$ cat config.mk
export PLATFORM = sky130hd
export DESIGN_NAME = ps2_mouse_cursor_tracker_flat
export DESIGN_NICKNAME = d
export VERILOG_FILES = /design/src/rtl/pmct_pkg.sv /design/src/rtl/pmct_ifs.sv /design/src/rtl/pmct_packet_asm.sv /design/src/rtl/pmct_cursor.sv /design/src/rtl/ps2_mouse_cursor_tracker.sv /design/src/flat_wrapper.sv
export SDC_FILE = /design/constraint.sdc
export NUM_CORES = 1
export LEC_CHECK = 0
export BUFFER_PORTS_ARGS = -buffer_cell sky130_fd_sc_hd__buf_2
export CAP_MARGIN = 20
export CORE_ASPECT_RATIO = 0.8
export CORE_MARGIN = 3
export CORE_UTILIZATION = 55
export CTS_CLUSTER_DIAMETER = 80
export CTS_CLUSTER_SIZE = 14
export DETAILED_ROUTE_END_ITERATION = 10
export PLACE_DENSITY = 0.77
export SLEW_MARGIN = 20
export SYNTH_ARGS = -nofsm -noshare
export SYNTH_HDL_FRONTEND = slang
export SYNTH_SLANG_ARGS = --single-unit
$ cat constraint.sdc
create_clock -name clk -period 5 [get_ports clk]
set_clock_uncertainty 0.1 [all_clocks]
set_input_delay 0.25 -clock clk [delete_from_list [all_inputs] [get_ports clk]]
set_output_delay 0.25 -clock clk [all_outputs]
set_load 0.02 [all_outputs]
$ cat src/rtl/pmct_pkg.sv
// Package with the constants, types and helper functions of the PS/2 mouse cursor tracker.
`timescale 1ns / 1ps

package pmct_pkg;

  // Screen grid and start position.
  localparam int SCREEN_COLUMNS = 80;
  localparam int SCREEN_ROWS    = 25;
  localparam int START_COLUMN   = 40;
  localparam int START_ROW      = 12;

  // Field widths.
  localparam int COL_W  = 7;
  localparam int ROW_W  = 5;
  localparam int CELL_W = 11;
  localparam int BTN_W  = 3;
  localparam int SUM_W  = 10;

  // Reset values of the cursor, cut to the field widths.
  localparam logic [COL_W-1:0] START_COL_CODE = COL_W'(START_COLUMN);
  localparam logic [ROW_W-1:0] START_ROW_CODE = ROW_W'(START_ROW);

  // Position of the next byte inside a three-byte packet.
  typedef enum logic [1:0] {
    POS_BYTE0 = 2'd0,
    POS_BYTE1 = 2'd1,
    POS_BYTE2 = 2'd2
  } pos_t;

  // Completed packet handed from the assembler to the cursor unit.
  typedef struct packed {
    logic             complete;
    logic [BTN_W-1:0] button_bits;
    logic [7:0]       dx;
    logic [7:0]       dy;
  } pkt_t;

  // One result word.
  typedef struct packed {
    logic [CELL_W-1:0] old_cell_index;
    logic [CELL_W-1:0] new_cell_index;
    logic [COL_W-1:0]  column;
    logic [ROW_W-1:0]  row;
    logic [BTN_W-1:0]  button_bits;
  } res_t;

  // Clamp a signed coordinate into 0 .. limit-1.
  function automatic logic [7:0] clamp_axis(input logic signed [SUM_W-1:0] v,
                                            input logic [7:0] limit);
    logic [7:0] r;
    if (v < 0) begin
      r = 8'd0;
    end else if (v >= $signed({2'b00, limit})) begin
      r = limit - 8'd1;
    end else begin
      r = v[7:0];
    end
    return r;
  endfunction

  // Text cell index row*SCREEN_COLUMNS + col, cut to the field width.
  function automatic logic [CELL_W-1:0] cell_of(input logic [ROW_W-1:0] r,
                                                input logic [COL_W-1:0] c);
    logic [12:0] p;
    p = 13'(r) * 13'(SCREEN_COLUMNS) + 13'(c);
    return p[CELL_W-1:0];
  endfunction

endpackage

$ cat src/rtl/pmct_ifs.sv
// Valid/ready channel interfaces for the byte input and the result output.
`timescale 1ns / 1ps

interface pmct_in_if;
  logic       valid;
  logic       ready;
  logic       data_ready;
  logic [7:0] data_byte;

  modport source (output valid, output data_ready, output data_byte, input ready);
  modport sink (input valid, input data_ready, input data_byte, output ready);
endinterface

interface pmct_out_if;
  logic        valid;
  logic        ready;
  logic [10:0] old_cell_index;
  logic [10:0] new_cell_index;
  logic [6:0]  column;
  logic [4:0]  row;
  logic [2:0]  button_bits;

  modport source (output valid, output old_cell_index, output new_cell_index,
                  output column, output row, output button_bits, input ready);
  modport sink (input valid, input old_cell_index, input new_cell_index,
                input column, input row, input button_bits, output ready);
endinterface

$ cat src/rtl/pmct_packet_asm.sv
// Packet assembler: counts bytes modulo three and keeps bytes zero and one.
`timescale 1ns / 1ps

module pmct_packet_asm (
  input  logic           clk,
  input  logic           rst_n,
  input  logic           step,
  input  logic [7:0]     byte_in,
  output pmct_pkg::pkt_t pkt
);
  import pmct_pkg::*;

  pos_t       pos_r;
  pos_t       pos_nxt;
  logic [7:0] byte0_r;
  logic [7:0] byte1_r;
  logic       last_byte;

  // Next byte position.
  always_comb begin
    pos_nxt = pos_r;
    if (step) begin
      case (pos_r)
        POS_BYTE0: pos_nxt = POS_BYTE1;
        POS_BYTE1: pos_nxt = POS_BYTE2;
        default:   pos_nxt = POS_BYTE0;
      endcase
    end
  end

  // The third byte, and the unused code too, closes a packet.
  always_comb begin
    case (pos_r)
      POS_BYTE0: last_byte = 1'b0;
      POS_BYTE1: last_byte = 1'b0;
      default:   last_byte = 1'b1;
    endcase
  end

  always_ff @(posedge clk) begin
    if (!rst_n) begin
      pos_r <= POS_BYTE0;
    end else begin
      pos_r <= pos_nxt;
    end
  end

  // Packet bytes zero and one.
  always_ff @(posedge clk) begin
    if (step && pos_r == POS_BYTE0) begin
      byte0_r <= byte_in;
    end
    if (step && pos_r == POS_BYTE1) begin
      byte1_r <= byte_in;
    end
  end

  assign pkt.complete    = step && last_byte;
  assign pkt.button_bits = byte0_r[BTN_W-1:0];
  assign pkt.dx          = byte1_r;
  assign pkt.dy          = byte_in;

endmodule

$ cat src/rtl/pmct_cursor.sv
// Cursor unit: holds the cursor, applies a packet's deltas and clamps to the grid.
`timescale 1ns / 1ps

module pmct_cursor (
  input  logic           clk,
  input  logic           rst_n,
  input  pmct_pkg::pkt_t pkt,
  output pmct_pkg::res_t res
);
  import pmct_pkg::*;

  logic [COL_W-1:0]        cursor_col_r;
  logic [ROW_W-1:0]        cursor_row_r;
  logic [COL_W-1:0]        cursor_col_nxt;
  logic [ROW_W-1:0]        cursor_row_nxt;
  logic signed [SUM_W-1:0] col_sum;
  logic signed [SUM_W-1:0] row_sum;
  logic [7:0]              col_clamped;
  logic [7:0]              row_clamped;

  // Wide signed add of X and subtract of Y, so no 8-bit wrap occurs.
  assign col_sum = $signed({3'b000, cursor_col_r}) + $signed({{2{pkt.dx[7]}}, pkt.dx});
  assign row_sum = $signed({5'b00000, cursor_row_r}) - $signed({{2{pkt.dy[7]}}, pkt.dy});

  assign col_clamped    = clamp_axis(col_sum, 8'(SCREEN_COLUMNS));
  assign row_clamped    = clamp_axis(row_sum, 8'(SCREEN_ROWS));
  assign cursor_col_nxt = col_clamped[COL_W-1:0];
  assign cursor_row_nxt = row_clamped[ROW_W-1:0];

  // The cursor moves only when a packet completes.
  always_ff @(posedge clk) begin
    if (!rst_n) begin
      cursor_col_r <= START_COL_CODE;
      cursor_row_r <= START_ROW_CODE;
    end else if (pkt.complete) begin
      cursor_col_r <= cursor_col_nxt;
      cursor_row_r <= cursor_row_nxt;
    end
  end

  // Result word for the packet.
  assign res.old_cell_index = cell_of(cursor_row_r, cursor_col_r);
  assign res.new_cell_index = cell_of(cursor_row_nxt, cursor_col_nxt);
  assign res.column         = cursor_col_nxt;
  assign res.row            = cursor_row_nxt;
  assign res.button_bits    = pkt.button_bits;

endmodule

$ cat src/rtl/ps2_mouse_cursor_tracker.sv
// Top level of the PS/2 mouse cursor tracker: input register, packet logic, result register.
`timescale 1ns / 1ps

// One byte event enters per cycle while in_ch.ready is high. An event with
// data_ready clear is taken and dropped. Each third accepted byte closes a
// packet and yields one result word; the byte waits in the input register,
// the word in the result register. The cursor register's next value (add,
// clamp and cell index) is formed combinationally. While a result waits at
// the output, one more byte can still be taken into the input register.
module ps2_mouse_cursor_tracker (
  input logic        clk,
  input logic        rst_n,
  pmct_in_if.sink    in_ch,
  pmct_out_if.source out_ch
);
  import pmct_pkg::*;

  logic       s1_valid_r;
  logic [7:0] s1_byte_r;
  logic       advance;
  logic       step;
  pkt_t       pkt;
  res_t       res;
  logic       out_valid_r;
  res_t       out_r;

  // The stage moves when the result register is free or being emptied.
  assign advance     = !out_valid_r || out_ch.ready;
  assign step        = s1_valid_r && advance;
  assign in_ch.ready = !s1_valid_r || advance;

  // Input register: only words with data_ready set are kept.
  always_ff @(posedge clk) begin
    if (!rst_n) begin
      s1_valid_r <= 1'b0;
    end else if (in_ch.ready) begin
      s1_valid_r <= in_ch.valid && in_ch.data_ready;
    end
  end

  always_ff @(posedge clk) begin
    if (in_ch.ready && in_ch.valid) begin
      s1_byte_r <= in_ch.data_byte;
    end
  end

  pmct_packet_asm u_asm (
    .clk     (clk),
    .rst_n   (rst_n),
    .step    (step),
    .byte_in (s1_byte_r),
    .pkt     (pkt)
  );

  pmct_cursor u_cursor (
    .clk   (clk),
    .rst_n (rst_n),
    .pkt   (pkt),
    .res   (res)
  );

  // Result register.
  always_ff @(posedge clk) begin
    if (!rst_n) begin
      out_valid_r <= 1'b0;
    end else if (advance) begin
      out_valid_r <= pkt.complete;
    end
  end

  always_ff @(posedge clk) begin
    if (pkt.complete) begin
      out_r <= res;
    end
  end

  assign out_ch.valid          = out_valid_r;
  assign out_ch.old_cell_index = out_r.old_cell_index;
  assign out_ch.new_cell_index = out_r.new_cell_index;
  assign out_ch.column         = out_r.column;
  assign out_ch.row            = out_r.row;
  assign out_ch.button_bits    = out_r.button_bits;

  // A shown cursor position always lies on the grid.
  a_on_grid: assert property (@(posedge clk) disable iff (!rst_n)
    out_valid_r |-> (32'(out_r.column) < SCREEN_COLUMNS) && (32'(out_r.row) < SCREEN_ROWS))
    else $error("cursor position off the grid");

  // The new cell index agrees with the shown position.
  a_cell_match: assert property (@(posedge clk) disable iff (!rst_n)
    out_valid_r |-> out_r.new_cell_index == cell_of(out_r.row, out_r.column))
    else $error("new cell index does not match position");

  // Input is held off only while a byte waits behind a stalled result.
  a_ready_cause: assert property (@(posedge clk) disable iff (!rst_n)
    !in_ch.ready |-> s1_valid_r && out_valid_r && !out_ch.ready)
    else $error("input stalled without cause");

  // A packet cannot complete while its result would overwrite a waiting one.
  a_no_overwrite: assert property (@(posedge clk) disable iff (!rst_n)
    pkt.complete |-> advance)
    else $error("result overwritten");

endmodule

$ cat src/flat_wrapper.sv
// flat-port wrapper written by rule: the top's interface ports become plain ports
module ps2_mouse_cursor_tracker_flat import pmct_pkg::*;
  (clk, rst_n, in_ch_valid, in_ch_data_ready, in_ch_data_byte, in_ch_ready, out_ch_valid, out_ch_old_cell_index, out_ch_new_cell_index, out_ch_column, out_ch_row, out_ch_button_bits, out_ch_ready);
  pmct_in_if in_ch_i ();
  pmct_out_if out_ch_i ();
  input logic clk;
  input logic rst_n;
  input wire logic [$bits(in_ch_i.valid)-1:0] in_ch_valid;
  input wire logic [$bits(in_ch_i.data_ready)-1:0] in_ch_data_ready;
  input wire logic [$bits(in_ch_i.data_byte)-1:0] in_ch_data_byte;
  output wire logic [$bits(in_ch_i.ready)-1:0] in_ch_ready;
  output wire logic [$bits(out_ch_i.valid)-1:0] out_ch_valid;
  output wire logic [$bits(out_ch_i.old_cell_index)-1:0] out_ch_old_cell_index;
  output wire logic [$bits(out_ch_i.new_cell_index)-1:0] out_ch_new_cell_index;
  output wire logic [$bits(out_ch_i.column)-1:0] out_ch_column;
  output wire logic [$bits(out_ch_i.row)-1:0] out_ch_row;
  output wire logic [$bits(out_ch_i.button_bits)-1:0] out_ch_button_bits;
  input wire logic [$bits(out_ch_i.ready)-1:0] out_ch_ready;
  assign in_ch_i.valid = in_ch_valid;
  assign in_ch_i.data_ready = in_ch_data_ready;
  assign in_ch_i.data_byte = in_ch_data_byte;
  assign in_ch_ready = in_ch_i.ready;
  assign out_ch_valid = out_ch_i.valid;
  assign out_ch_old_cell_index = out_ch_i.old_cell_index;
  assign out_ch_new_cell_index = out_ch_i.new_cell_index;
  assign out_ch_column = out_ch_i.column;
  assign out_ch_row = out_ch_i.row;
  assign out_ch_button_bits = out_ch_i.button_bits;
  assign out_ch_i.ready = out_ch_ready;
  ps2_mouse_cursor_tracker u_core (.clk(clk), .rst_n(rst_n), .in_ch(in_ch_i), .out_ch(out_ch_i));
endmodule
* After elaboration in Yosys (flattened, before gate mapping)
Index checks and enable logic that the tools add are counted.
Storage, ports and cells: flip-flop bits (word level) 72
Operators by class: $add $sub $neg 4, multipliers 2, order comparisons 4, equality and inequality tests 1, muxes and demuxes 6, reduce and logical (&&, ||, !) cells 12
Operators by type and width (count):
- $add A11 B7 Y11 | 2
- $lt A9 B1 Y1 const B | 2
- $mul A5 B3 Y7 const B | 2
- $mux W7 | 2
- $mux W5 | 2
- $add A8 B8 Y9 | 1
- $ge A9 B6 Y1 const B | 1
- $ge A9 B8 Y1 const B | 1
- $sub A6 B8 Y9 | 1
- $logic_and A1 B1 Y1 | 6
- $pmux W2 S2 | 1
- $eq A2 B1 Y1 const B | 1
- $logic_not A1 Y1 | 2
- $logic_not A2 Y1 | 1
- $logic_or A1 B1 Y1 | 2
- $reduce_or A2 Y1 | 1
- $mux W1 | 1

* Longest topological paths before layout
Gate-level depths: netlist of the first run.
depth after elaboration 6, mapped depth 19, mapped depth without buffers 19

* Cells and area by module
From an unflattened synthesis of the first run, not the netlist that was laid out.
Unflattened totals: cell total of the unflattened synthesis 327, area total of the unflattened synthesis 3951.3 sq um
Modules (own cells, without submodules):
- pmct_cursor | times used 1, cells each 243, area an instance 2001.9 sq um
- ps2_mouse_cursor_tracker | times used 1, cells each 54, area an instance 1451.4 sq um
- pmct_packet_asm | times used 1, cells each 30, area an instance 498.0 sq um

* Least setup slack after synthesis of the first run
Ideal clock, no wire load.
path type register to register, from reg u_core.u_cursor.cursor_row_r[0], to reg u_core.out_r, in the netlist u_core.out_ch.new_cell_index[10], data pin, library setup time 0.264 ns, arrival time 4.000 ns, slack 0.636 ns, stages on the path, launching flop included 20, cell sequence dfxtp_1 inv_1 ha_1 inv_1 fa_1 a21o_1 a22o_1 o21ai_1 a21o_1 o31a_1 nor3b_1 ha_1 ha_1 fa_1 nand2_1 nor2b_1 nor2b_1 mux2i_1 a221oi_1 xnor2_1
RTL lines:
- from (decl) | line pmct_cursor.sv:13 | logic [ROW_W-1:0] cursor_row_r;
- from (signal assigned) | line pmct_cursor.sv:37 | cursor_row_r <= cursor_row_nxt;
- to (signal assigned) | line ps2_mouse_cursor_tracker.sv:73 | out_r <= res;
- to (decl) | line ps2_mouse_cursor_tracker.sv:25 | res_t out_r;

==> flow_summary.yaml, run 1 <==
placement:
  hpwl_mm: 5.23
  dp_slack_ns: 0.0664
  place_inst: 421
  place.gp.congestion: 0.874
  numPortBuffers: 51
yosys:
  ys.flop_type: "edfxtp_1"
  avgSynthCellArea_um2: 12.1
  netlist_instances: 295
  async_reset_ff_share_pct: 0
  synth_edf_count: 52
  ys_types: 50
  synth_seq_cells: 68
  seq_area_frac_synth_pct: 52.7
  yosysWarningCount: 0
  synth_area_mm2: 0.00357
  syn-num-nets: 344
pwr:
  comb_power_share_pct: 7.8
  p_switching_mw: 0.273
  p_int_mw: 1.00
  leakage_nw: 1.70
  p_sw_share_pct: 21.4
  pwr-share-clk_pct: 43.4
  power_density_mw_per_mm2: 301
  pwr-share-seq_pct: 48.8
  max-vdd-ir-drop_mv: 0.219
die:
  core_mm2: 0.00610
  die_w_um: 96.1
  num_rows: 25
  ios: 52
  die_h_um: 78.1
  die-area_mm2: 0.00750
  initial_core_util_pct: 58.5
status:
  outcome: "complete, no violations"
sta:
  slew_violations: 0
  tns_ns: 0
  fmax_mhz: 215
  rsz0062_at_grt: "false"
  hold_viol_final: 0
  min_period_ns: 4.66
  timing.slew.headroom_pct: 54.1
  fin_crit_sh_pct: 93.2
  setup_viol: 0
  layout_setup_ws_ns: 0.338
  max_slew.worst_pin.slew_ns: 0.687
  holdWs_ns: 0.0525
layout:
  antenna_cells: 0
  most-common-layout-cells: "edfxtp_1 (52), buf_2 (51), ha_1 (30), a21oi_1 (22), inv_1 (20)"
  drive_above_1_share_pct: 21.7
  final_common_cell: "edfxtp_1"
  nNetsFinal: 408
  final_cells: 445
  area_growth_pct: 18.7
detailed_routing:
  dr_total_vias: 2431
  routedWlPerCell_um: 15.8
  drtIter0Drc: 119
  drc_errors: 0
  drt-total-wl_mm: 7.05
  ant_nets: 0
  viasPerCell: 5.46
  drt_pre_antenna_iters: 4
worst_setup_path:
  max_stage_delay_ns: 0.61
  cp_num_buf_inv: 1
  worstPathMaxFanout: 6
  crit_slowest_cell: "fa_1"
  crit_chain: "ha_1, inv_1, fa_1, a21o_1, a22o_1, o21ai_1, a21o_1, o31a_1, nor3_1, ha_1, fa_1, nand2_1, nor2b_1, nor2b_1, mux2i_1, a221oi_1, xnor2_1"
  path_delay_family: "adder cells"
  endpoint_kind: "flop"
  cp.required_ns: 5.00
  worst-endpoint-arrival_ns: 4.66
  path_class: "flop to flop"
  critPathLaunchType: "flop"
global_routing:
  grt_max_degree: 27
  grt_usage_pct: 21.3
  antenna_found_initial: 0
  grt_pass1_vias: 2467
  overflow: 0
  grt_pass1_wl_mm: 11.8
min_path:
  hold_path_class: "input port to flop"
clock_network:
  clock_sinks: 68
  cts_root_buf: "clkbuf_8"
  worst_skew_pair.late_latency_ns: 0.35
  cts_tree: "built"
  h-tree-depth: 3
  path_clk_slew_ns: 0.07
  clockBufferDepth: 2
  postCtsSetupBuffers: 0
  numCtsBuffers: 9
run:
  drv_cap: 0
[path summary, 6_finish.rpt]
path / start / endpoint / slack, ns / depth (start not counted)
worst min register to register: u_core.u_asm.byte0_r[1]$_DFFE_PP_ / u_core.out_ch.button_bits[1]$_DFFE_PP_ / 0.31 / 0
worst min-delay path: in_ch_valid / u_core.s1_valid_r$_SDFFE_PN0N_ / 0.05 / 3
worst max register to register: u_core.s1_byte_r[0]$_DFFE_PP_ / u_core.out_ch.new_cell_index[10]$_DFFE_PP_ / 0.34 / 17
worst max-delay path: u_core.s1_byte_r[0]$_DFFE_PP_ / u_core.out_ch.new_cell_index[10]$_DFFE_PP_ / 0.34 / 17
[cells by family (layout without fill, tap and decap cells)]
family	count (synthesis)	count (layout)	synth area share, %
fa+ha+maj	36	36	13.9
buf+inv	29	98	3.47
xor+xnor	19	19	4.87
compound gates	71	71	13.7
mux	1	1	0.280
simple gates	71	71	11.1
flops	68	68	52.7
[through the flow]
stage	total power, mW	instance area (µm²)	utilization, %
after floorplan	0.702	3570	-
after global placement	0.725	3900	64.0
after detailed placement	0.727	3900	64.0
after CTS	1.29	4230	69.3
after global routing	1.33	4240	69.5
final	1.28	4240	69.5
[cells in the mapped netlist, drive strengths merged (7+ instances only)]
library cell   n  area [µm²]
nor2b          7        51.3
o21ai         11        55.1
nor2          15        56.3
ha            30         375
edfxtp        52        1560
xnor2         13         121
a21o           9        67.6
inv           20        75.1
a21oi         23         119
nand2         14        52.6
dfxtp         16         320
nand3          7        35.0
[power groups by stage]
stage	registers, mW	clock network, mW	logic, mW
after floorplan	0.633	0	0.0689
after global placement	0.636	0	0.0894
after detailed placement	0.636	0	0.0910
after CTS	0.623	0.567	0.0962
after global routing	0.624	0.594	0.110
final	0.623	0.555	0.0990
[flip-flops by register name, indices dropped and copies added (netlist names)]
name	count
u_core.out_ch.old_cell_index	11
u_core.s1_byte_r	8
u_core.u_asm.byte1_r	8
u_core.out_ch.column	7
u_core.out_ch.new_cell_index	7
u_core.u_cursor.cursor_col_r	7
u_core.out_ch.row	5
u_core.u_cursor.cursor_row_r	5
u_core.out_ch.button_bits	3
u_core.u_asm.byte0_r	3
u_core.u_asm.pos_r	2
u_core.out_ch.valid	1
u_core.s1_valid_r	1
[final cells by class]
cell class,instances,area (µm²)
tap,81,101
timing repair buffer,62,358
sequential,68,1880
fill,451,1860
inverter,20,75.1
clock buffer,10,138
multi-input combinational,198,1580
clock inverter,6,110
[routing by layer]
layer / track usage [%] / part of all wire, %
met1: 28.0 / 43
met2: 33.6 / 47
met3: 5.75 / 8.7
met4: 7.95 / 1.3
met5: 0 / 0
[worst min-delay path: stages]
cell and delay, ns:
buf_2 0.10, nand2_1 0.05, a21oi_1 0.05
[what timing repair did]
action                                  4_1_cts  5_1_grt
gates resized for setup                       0        2
hold buffers                                  8        0
endpoints found under the setup margin        0        1
hold endpoints to repair                      8        0
Note: power is estimated with default switching activity, not from simulation.
==> run 2, diff against run 1 <==
==> constraint.sdc (replaced) <==
create_clock -name clk -period 4.4 [get_ports clk]
set_clock_uncertainty 0.1 [all_clocks]
set_input_delay 0.22 -clock clk [delete_from_list [all_inputs] [get_ports clk]]
set_output_delay 0.22 -clock clk [all_outputs]
set_load 0.02 [all_outputs]
==> flow_summary.yaml, run 2 (same netlist as run 1, synthesis figures left out) <==
layout:
  most-common-layout-cells: "edfxtp_1 (52), buf_2 (51), ha_1 (28), buf_4 (24), a21oi_1 (22)"
  nNetsFinal: 429
  final_cells: 466
  multi_input_area_mm2: 0.00164
  final_cell_area_mm2: 0.00444
  regArea_mm2: 0.00188
  area_growth_pct: 24.4
  final_common_cell: "edfxtp_1"
  drive_above_1_share_pct: 31.2
  antenna_cells: 0
  largest_reg_flops: 11
  fill_cells: 415
worst_setup_path:
  max_stage_delay_ns: 0.60
  critPathLaunchType: "flop"
  path_depth: 18
  reg2reg_depth: 18
  endpoint_kind: "flop"
  cp.required_ns: 4.40
  r2r_start: "u_core.u_cursor.cursor_row_r[0]$_SDFFE_PN0P_"
  worst-endpoint-arrival_ns: 4.37
  crit_slowest_cell: "fa_1"
  cp_num_buf_inv: 2
  path_class: "flop to flop"
  crit_chain: "inv_2, ha_2, inv_2, fa_2, nand3b_1, nor4_2, a31oi_1, o31a_1, nor3b_2, ha_1, ha_4, fa_1, nand2_2, nor2b_4, nor2b_4, mux2i_2, a221oi_2, xnor2_1"
  critPathCapture: "u_core.out_ch.new_cell_index[10]$_DFFE_PP_"
  rrSetupSlack_ns: 0.03
  reg2reg_to: "u_core.out_ch.new_cell_index[10]$_DFFE_PP_"
  crit_start: "u_core.u_cursor.cursor_row_r[0]$_SDFFE_PN0P_"
  path_delay_family: "adder cells"
  worstPathMaxFanout: 4
die:
  die_h_um: 78.1
  num_rows: 25
  die-area_mm2: 0.00750
  core_mm2: 0.00610
  initial_core_util_pct: 58.5
  ios: 52
  die_w_um: 96.1
placement:
  place.gp.congestion: 0.865
  numPortBuffers: 51
  place_inst: 431
  placed_area_mm2: 0.00398
  hpwl_mm: 5.29
  dp_slack_ns: -0.103
sta:
  setup_viol: 0
  max_slew.worst_pin.slew_ns: 0.632
  timing.slew.headroom_pct: 57.8
  layout_setup_ws_ns: 0.0251
  tns_ns: 0
  slew_violations: 0
  fin_crit_sh_pct: 99.4
  hold_viol_final: 0
  rsz0062_at_grt: "true"
  min_period_ns: 4.37
  fmax_mhz: 229
detailed_routing:
  viasPerCell: 5.55
  dr_total_vias: 2585
  drt_pre_antenna_iters: 4
  ant_nets: 0
  drt-total-wl_mm: 7.76
  drtIter0Drc: 172
  drc_errors: 0
  routedWlPerCell_um: 16.6
pwr:
  p_int_mw: 1.09
  pwr-share-clk_pct: 40.1
  p_switching_mw: 0.333
  leakage_nw: 1.80
  max-vdd-ir-drop_mv: 0.232
  finalPower_mw: 1.42
  p_sw_share_pct: 23.3
  power_density_mw_per_mm2: 321
  pwr-share-seq_pct: 49.7
  comb_power_share_pct: 10.2
clock_network:
  path_clk_slew_ns: 0.08
  h-tree-depth: 3
  worst_skew_pair.late_latency_ns: 0.34
  clockBufferDepth: 2
  cts_tree: "built"
  cts_root_buf: "clkbuf_8"
  numCtsBuffers: 9
  clock_sinks: 68
global_routing:
  grt_usage_pct: 21.7
  grt_pass1_vias: 2492
  overflow: 0
  grt_max_degree: 29
  antenna_found_initial: 0
  grt_pass1_wl_mm: 12.2
status:
  outcome: "complete, no violations"
run:
  drv_cap: 0
min_path:
  hold_path_class: "input port to flop"
[run 2: changes by cell type in the layout (fill, tap and decap cells not counted), moves of 2 or more]
cell | before | now
nor2b_1 | 6 | 3
nor2b_4 | 1 | 3
inv_2 | 0 | 3
inv_1 | 20 | 17
buf_4 | 3 | 24
nor3_1 | 6 | 4
o21ai_2 | 0 | 2
nor3_2 | 0 | 2
ha_1 | 30 | 28
[run 2: cell type report]
| class | instances | area share, % |
|---|---|---|
| sequential | 68 | 42.4 |
| multi-input combinational | 198 | 37.0 |
| timing repair buffer | 83 | 11.6 |
| clock buffer | 9 | 2.79 |
| tap | 81 | 2.28 |
| clock inverter | 7 | 2.23 |
| inverter | 20 | 1.69 |
[run 2: worst min-delay path, stage by stage]
cell	delay, ns
buf_2	0.09
nand2_1	0.06
a21oi_1	0.07
[run 2: repair_timing]
action                                 CTS  global route
endpoints found under the hold margin    8             0
buffers inserted                         1            10
setup endpoints to repair                1             1
pin swaps                                2            13
gates resized for setup                  4            20
hold buffers                             8             0
[run 2: per-stage QoR]
| step | hold slack, ns | utilization, % |
|---|---|---|
| finish | 0.0582 | 72.8 |
| global placement | 0.296 | 65.2 |
| floorplan | 0.219 | - |
| detailed placement | 0.298 | 65.2 |
| CTS | 0.0622 | 70.6 |
| global route | 0.0782 | 72.8 |
[run 2: how the worst min path moves through the flow]
| stage | start | end | cells past startpoint |
|---|---|---|---|
| 3_3_place_gp | in_ch_data_byte[3] | u_core.s1_byte_r[3]$_DFFE_PP_ | 1 |
| 6_report | in_ch_data_ready | u_core.s1_valid_r$_SDFFE_PN0N_ | 3 |
| 4_1_cts | in_ch_valid | u_core.s1_valid_r$_SDFFE_PN0N_ | 3 |
| 5_1_grt | in_ch_valid | u_core.s1_valid_r$_SDFFE_PN0N_ | 3 |
| 2_1_floorplan | in_ch_data_byte[0] | u_core.s1_byte_r[0]$_DFFE_PP_ | 0 |
| 3_5_place_dp | in_ch_data_byte[4] | u_core.s1_byte_r[4]$_DFFE_PP_ | 1 |
[run 2: routing by layer]
layer | part of all wire [%] | routed length [µm] | GRT usage [%] | up-vias
li1 | - | - | - | 1257
met1 | 43 | 3300 | 28.5 | 1235
met2 | 50 | 3850 | 35.9 | 83
met3 | 6.5 | 502 | 6.13 | 10
met4 | 1.2 | 96 | 4.26 | 0
met5 | 0 | 0 | 0 | -
[run 2: power by group through the flow]
stage | logic (mW) | clock network [mW] | registers, mW
2_1_floorplan | 0.0783 | 0 | 0.719
3_3_place_gp | 0.109 | 0 | 0.722
3_5_place_dp | 0.110 | 0 | 0.722
4_1_cts | 0.120 | 0.581 | 0.707
5_1_grt | 0.159 | 0.614 | 0.708
6_report | 0.145 | 0.572 | 0.707
==> run 3, diff against run 2 <==
--- a/config.mk
+++ b/config.mk
@@ -11,9 +11,9 @@
 export CORE_MARGIN = 3
 export CORE_UTILIZATION = 55
 export CTS_CLUSTER_DIAMETER = 80
-export CTS_CLUSTER_SIZE = 14
+export CTS_CLUSTER_SIZE = 25
 export DETAILED_ROUTE_END_ITERATION = 10
-export PLACE_DENSITY = 0.77
+export PLACE_DENSITY = 0.85
 export SLEW_MARGIN = 20
 export SYNTH_ARGS = -nofsm -noshare
 export SYNTH_HDL_FRONTEND = slang
==> flow_summary.yaml, run 3 (same netlist as run 1, synthesis figures left out) <==
status:
  outcome: "complete, no violations"
global_routing:
  grt_pass1_wl_mm: 12.4
  top_usage_layer: "met2"
  met3_usage_pct: 4.41
  grt_usage_pct: 22.4
  grt_pass1_vias: 2560
  grt_max_degree: 28
  use_met1_pct: 28.6
  overflow: 0
  antenna_found_initial: 0
  met2_usage_pct: 36.0
clock_network:
  numCtsBuffers: 9
  clock_sinks: 68
  worst_skew_pair.late_latency_ns: 0.35
  cts_root_buf: "clkbuf_8"
  cts_tree: "built"
  clockBufferDepth: 2
  path_clk_slew_ns: 0.08
  h-tree-depth: 3
worst_setup_path:
  rrSetupSlack_ns: 0.13
  cp_num_buf_inv: 1
  crit_slowest_cell: "fa_1"
  max_stage_delay_ns: 0.55
  worst-endpoint-arrival_ns: 4.27
  r2r_start: "u_core.s1_byte_r[0]$_DFFE_PP_"
  reg2reg_to: "u_core.out_ch.new_cell_index[10]$_DFFE_PP_"
  crit_start: "u_core.s1_byte_r[0]$_DFFE_PP_"
  cp.required_ns: 4.40
  path_class: "flop to flop"
  endpoint_kind: "flop"
  path_depth: 18
  reg2reg_depth: 18
  critPathLaunchType: "flop"
  worstPathMaxFanout: 3
  crit_chain: "ha_2, inv_2, fa_2, a21o_1, a22o_1, o21ai_2, a21o_1, o31a_1, nor3b_2, ha_1, ha_2, fa_1, nand2_2, nor2b_4, nor2b_4, mux2i_1, a221oi_2, xnor2_1"
  path_delay_family: "adder cells"
detailed_routing:
  dr_total_vias: 2617
  ant_nets: 0
  viasPerCell: 5.65
  drt-total-wl_mm: 8.22
  drtIter0Drc: 132
  drt_pre_antenna_iters: 4
  routedWlPerCell_um: 17.8
  drc_errors: 0
sta:
  setup_viol: 0
  fin_crit_sh_pct: 96.9
  timing.slew.headroom_pct: 59.1
  rsz0062_at_grt: "true"
  hold_viol_final: 0
  holdWs_ns: 0.0227
  min_period_ns: 4.27
  slew_violations: 0
  fmax_mhz: 234
  max_slew.worst_pin.slew_ns: 0.611
layout:
  drive_above_1_share_pct: 30.4
  final_cell_area_mm2: 0.00445
  antenna_cells: 0
  final_common_cell: "edfxtp_1"
  nNetsFinal: 426
  fill_cells: 429
  final_cells: 463
  largest_reg_flops: 11
  postLayoutCoreUtil_pct: 72.9
  most-common-layout-cells: "edfxtp_1 (52), buf_2 (51), ha_1 (27), a21oi_1 (22), buf_4 (20)"
  area_growth_pct: 24.6
min_path:
  min_to: "u_core.s1_valid_r$_SDFFE_PN0N_"
  worstHoldStart: "in_ch_data_ready"
  whs_path_depth: 3
  hold_path_class: "input port to flop"
die:
  ios: 52
  core_mm2: 0.00610
  die-area_mm2: 0.00750
  die_w_um: 96.1
  die_h_um: 78.1
  initial_core_util_pct: 58.5
  num_rows: 25
placement:
  numPortBuffers: 51
  place_inst: 433
  hpwl_mm: 5.63
  place.gp.congestion: 0.896
  placed_area_mm2: 0.00399
run:
  drv_cap: 0
pwr:
  finalPower_mw: 1.48
  power_density_mw_per_mm2: 333
  leakage_nw: 1.79
  max-vdd-ir-drop_mv: 0.288
run 3: cell types whose count changed in the layout (fill, tap and decap cells not counted), sizes merged:
cell / before / now
bufinv: 2 / 3
buf: 75 / 72
inv: 22 / 21
run 3: metal layers:
| metal | vias up | routed length, µm |
|---|---|---|
| met4 | 0 | 177 |
| met1 | 1246 | 3330 |
| met2 | 98 | 4230 |
| met3 | 16 | 480 |
| li1 | 1257 | - |
| met5 | - | 0 |
run 3: per-stage QoR:
step / setup TNS, ns / worst slack [ns]
after floorplan: 0 / 0.0357
after global placement: 0 / 0.0523
after detailed placement: -0.0927 / -0.0927
after CTS: 0 / 0.0483
after global routing: -0.109 / -0.109
final: 0 / 0.135
run 3: worst max path at each step:
stage                     slack (ns)                                         end
final                           0.13  u_core.out_ch.new_cell_index[10]$_DFFE_PP_
after global routing           -0.11  u_core.out_ch.new_cell_index[10]$_DFFE_PP_
after CTS                       0.05  u_core.out_ch.new_cell_index[10]$_DFFE_PP_
after detailed placement       -0.09  u_core.out_ch.new_cell_index[10]$_DFFE_PP_
after global placement          0.05  u_core.out_ch.new_cell_index[10]$_DFFE_PP_
after floorplan                 0.04  u_core.out_ch.new_cell_index[10]$_DFFE_PP_
run 3: repair_timing:
item                                   in CTS  in global routing
hold buffers                                8                  0
endpoints found under the hold margin       8                  0
resized for setup                           5                 18
buffers inserted                            0                  6
pin swaps                                   0                 12
setup endpoints to repair                   1                  1
run 3: power by group:
part / internal (mW) / total [mW] / switching (mW)
sequential: 0.700 / 0.709 / 0.00842
clock: 0.380 / 0.633 / 0.253
combinational: 0.0661 / 0.141 / 0.0753
total: 1.15 / 1.48 / 0.337
run 3: tightest hold or removal path, stage by stage:
cell and delay [ns]:
buf_2 0.09, nand2_1 0.05, a21oi_1 0.06
run 3: final cells by class:
| cell class | count | area, µm² | share of cell area (%) |
|---|---|---|---|
| Clock buffer | 9 | 124 | 2.78 |
| Clock inverter | 7 | 124 | 2.78 |
| Inverter | 20 | 75.1 | 1.69 |
| Multi-Input combinational cell | 198 | 1640 | 37.0 |
| Sequential cell | 68 | 1880 | 42.3 |
| Tap cell | 81 | 101 | 2.28 |
| Timing Repair Buffer | 80 | 497 | 11.2 |
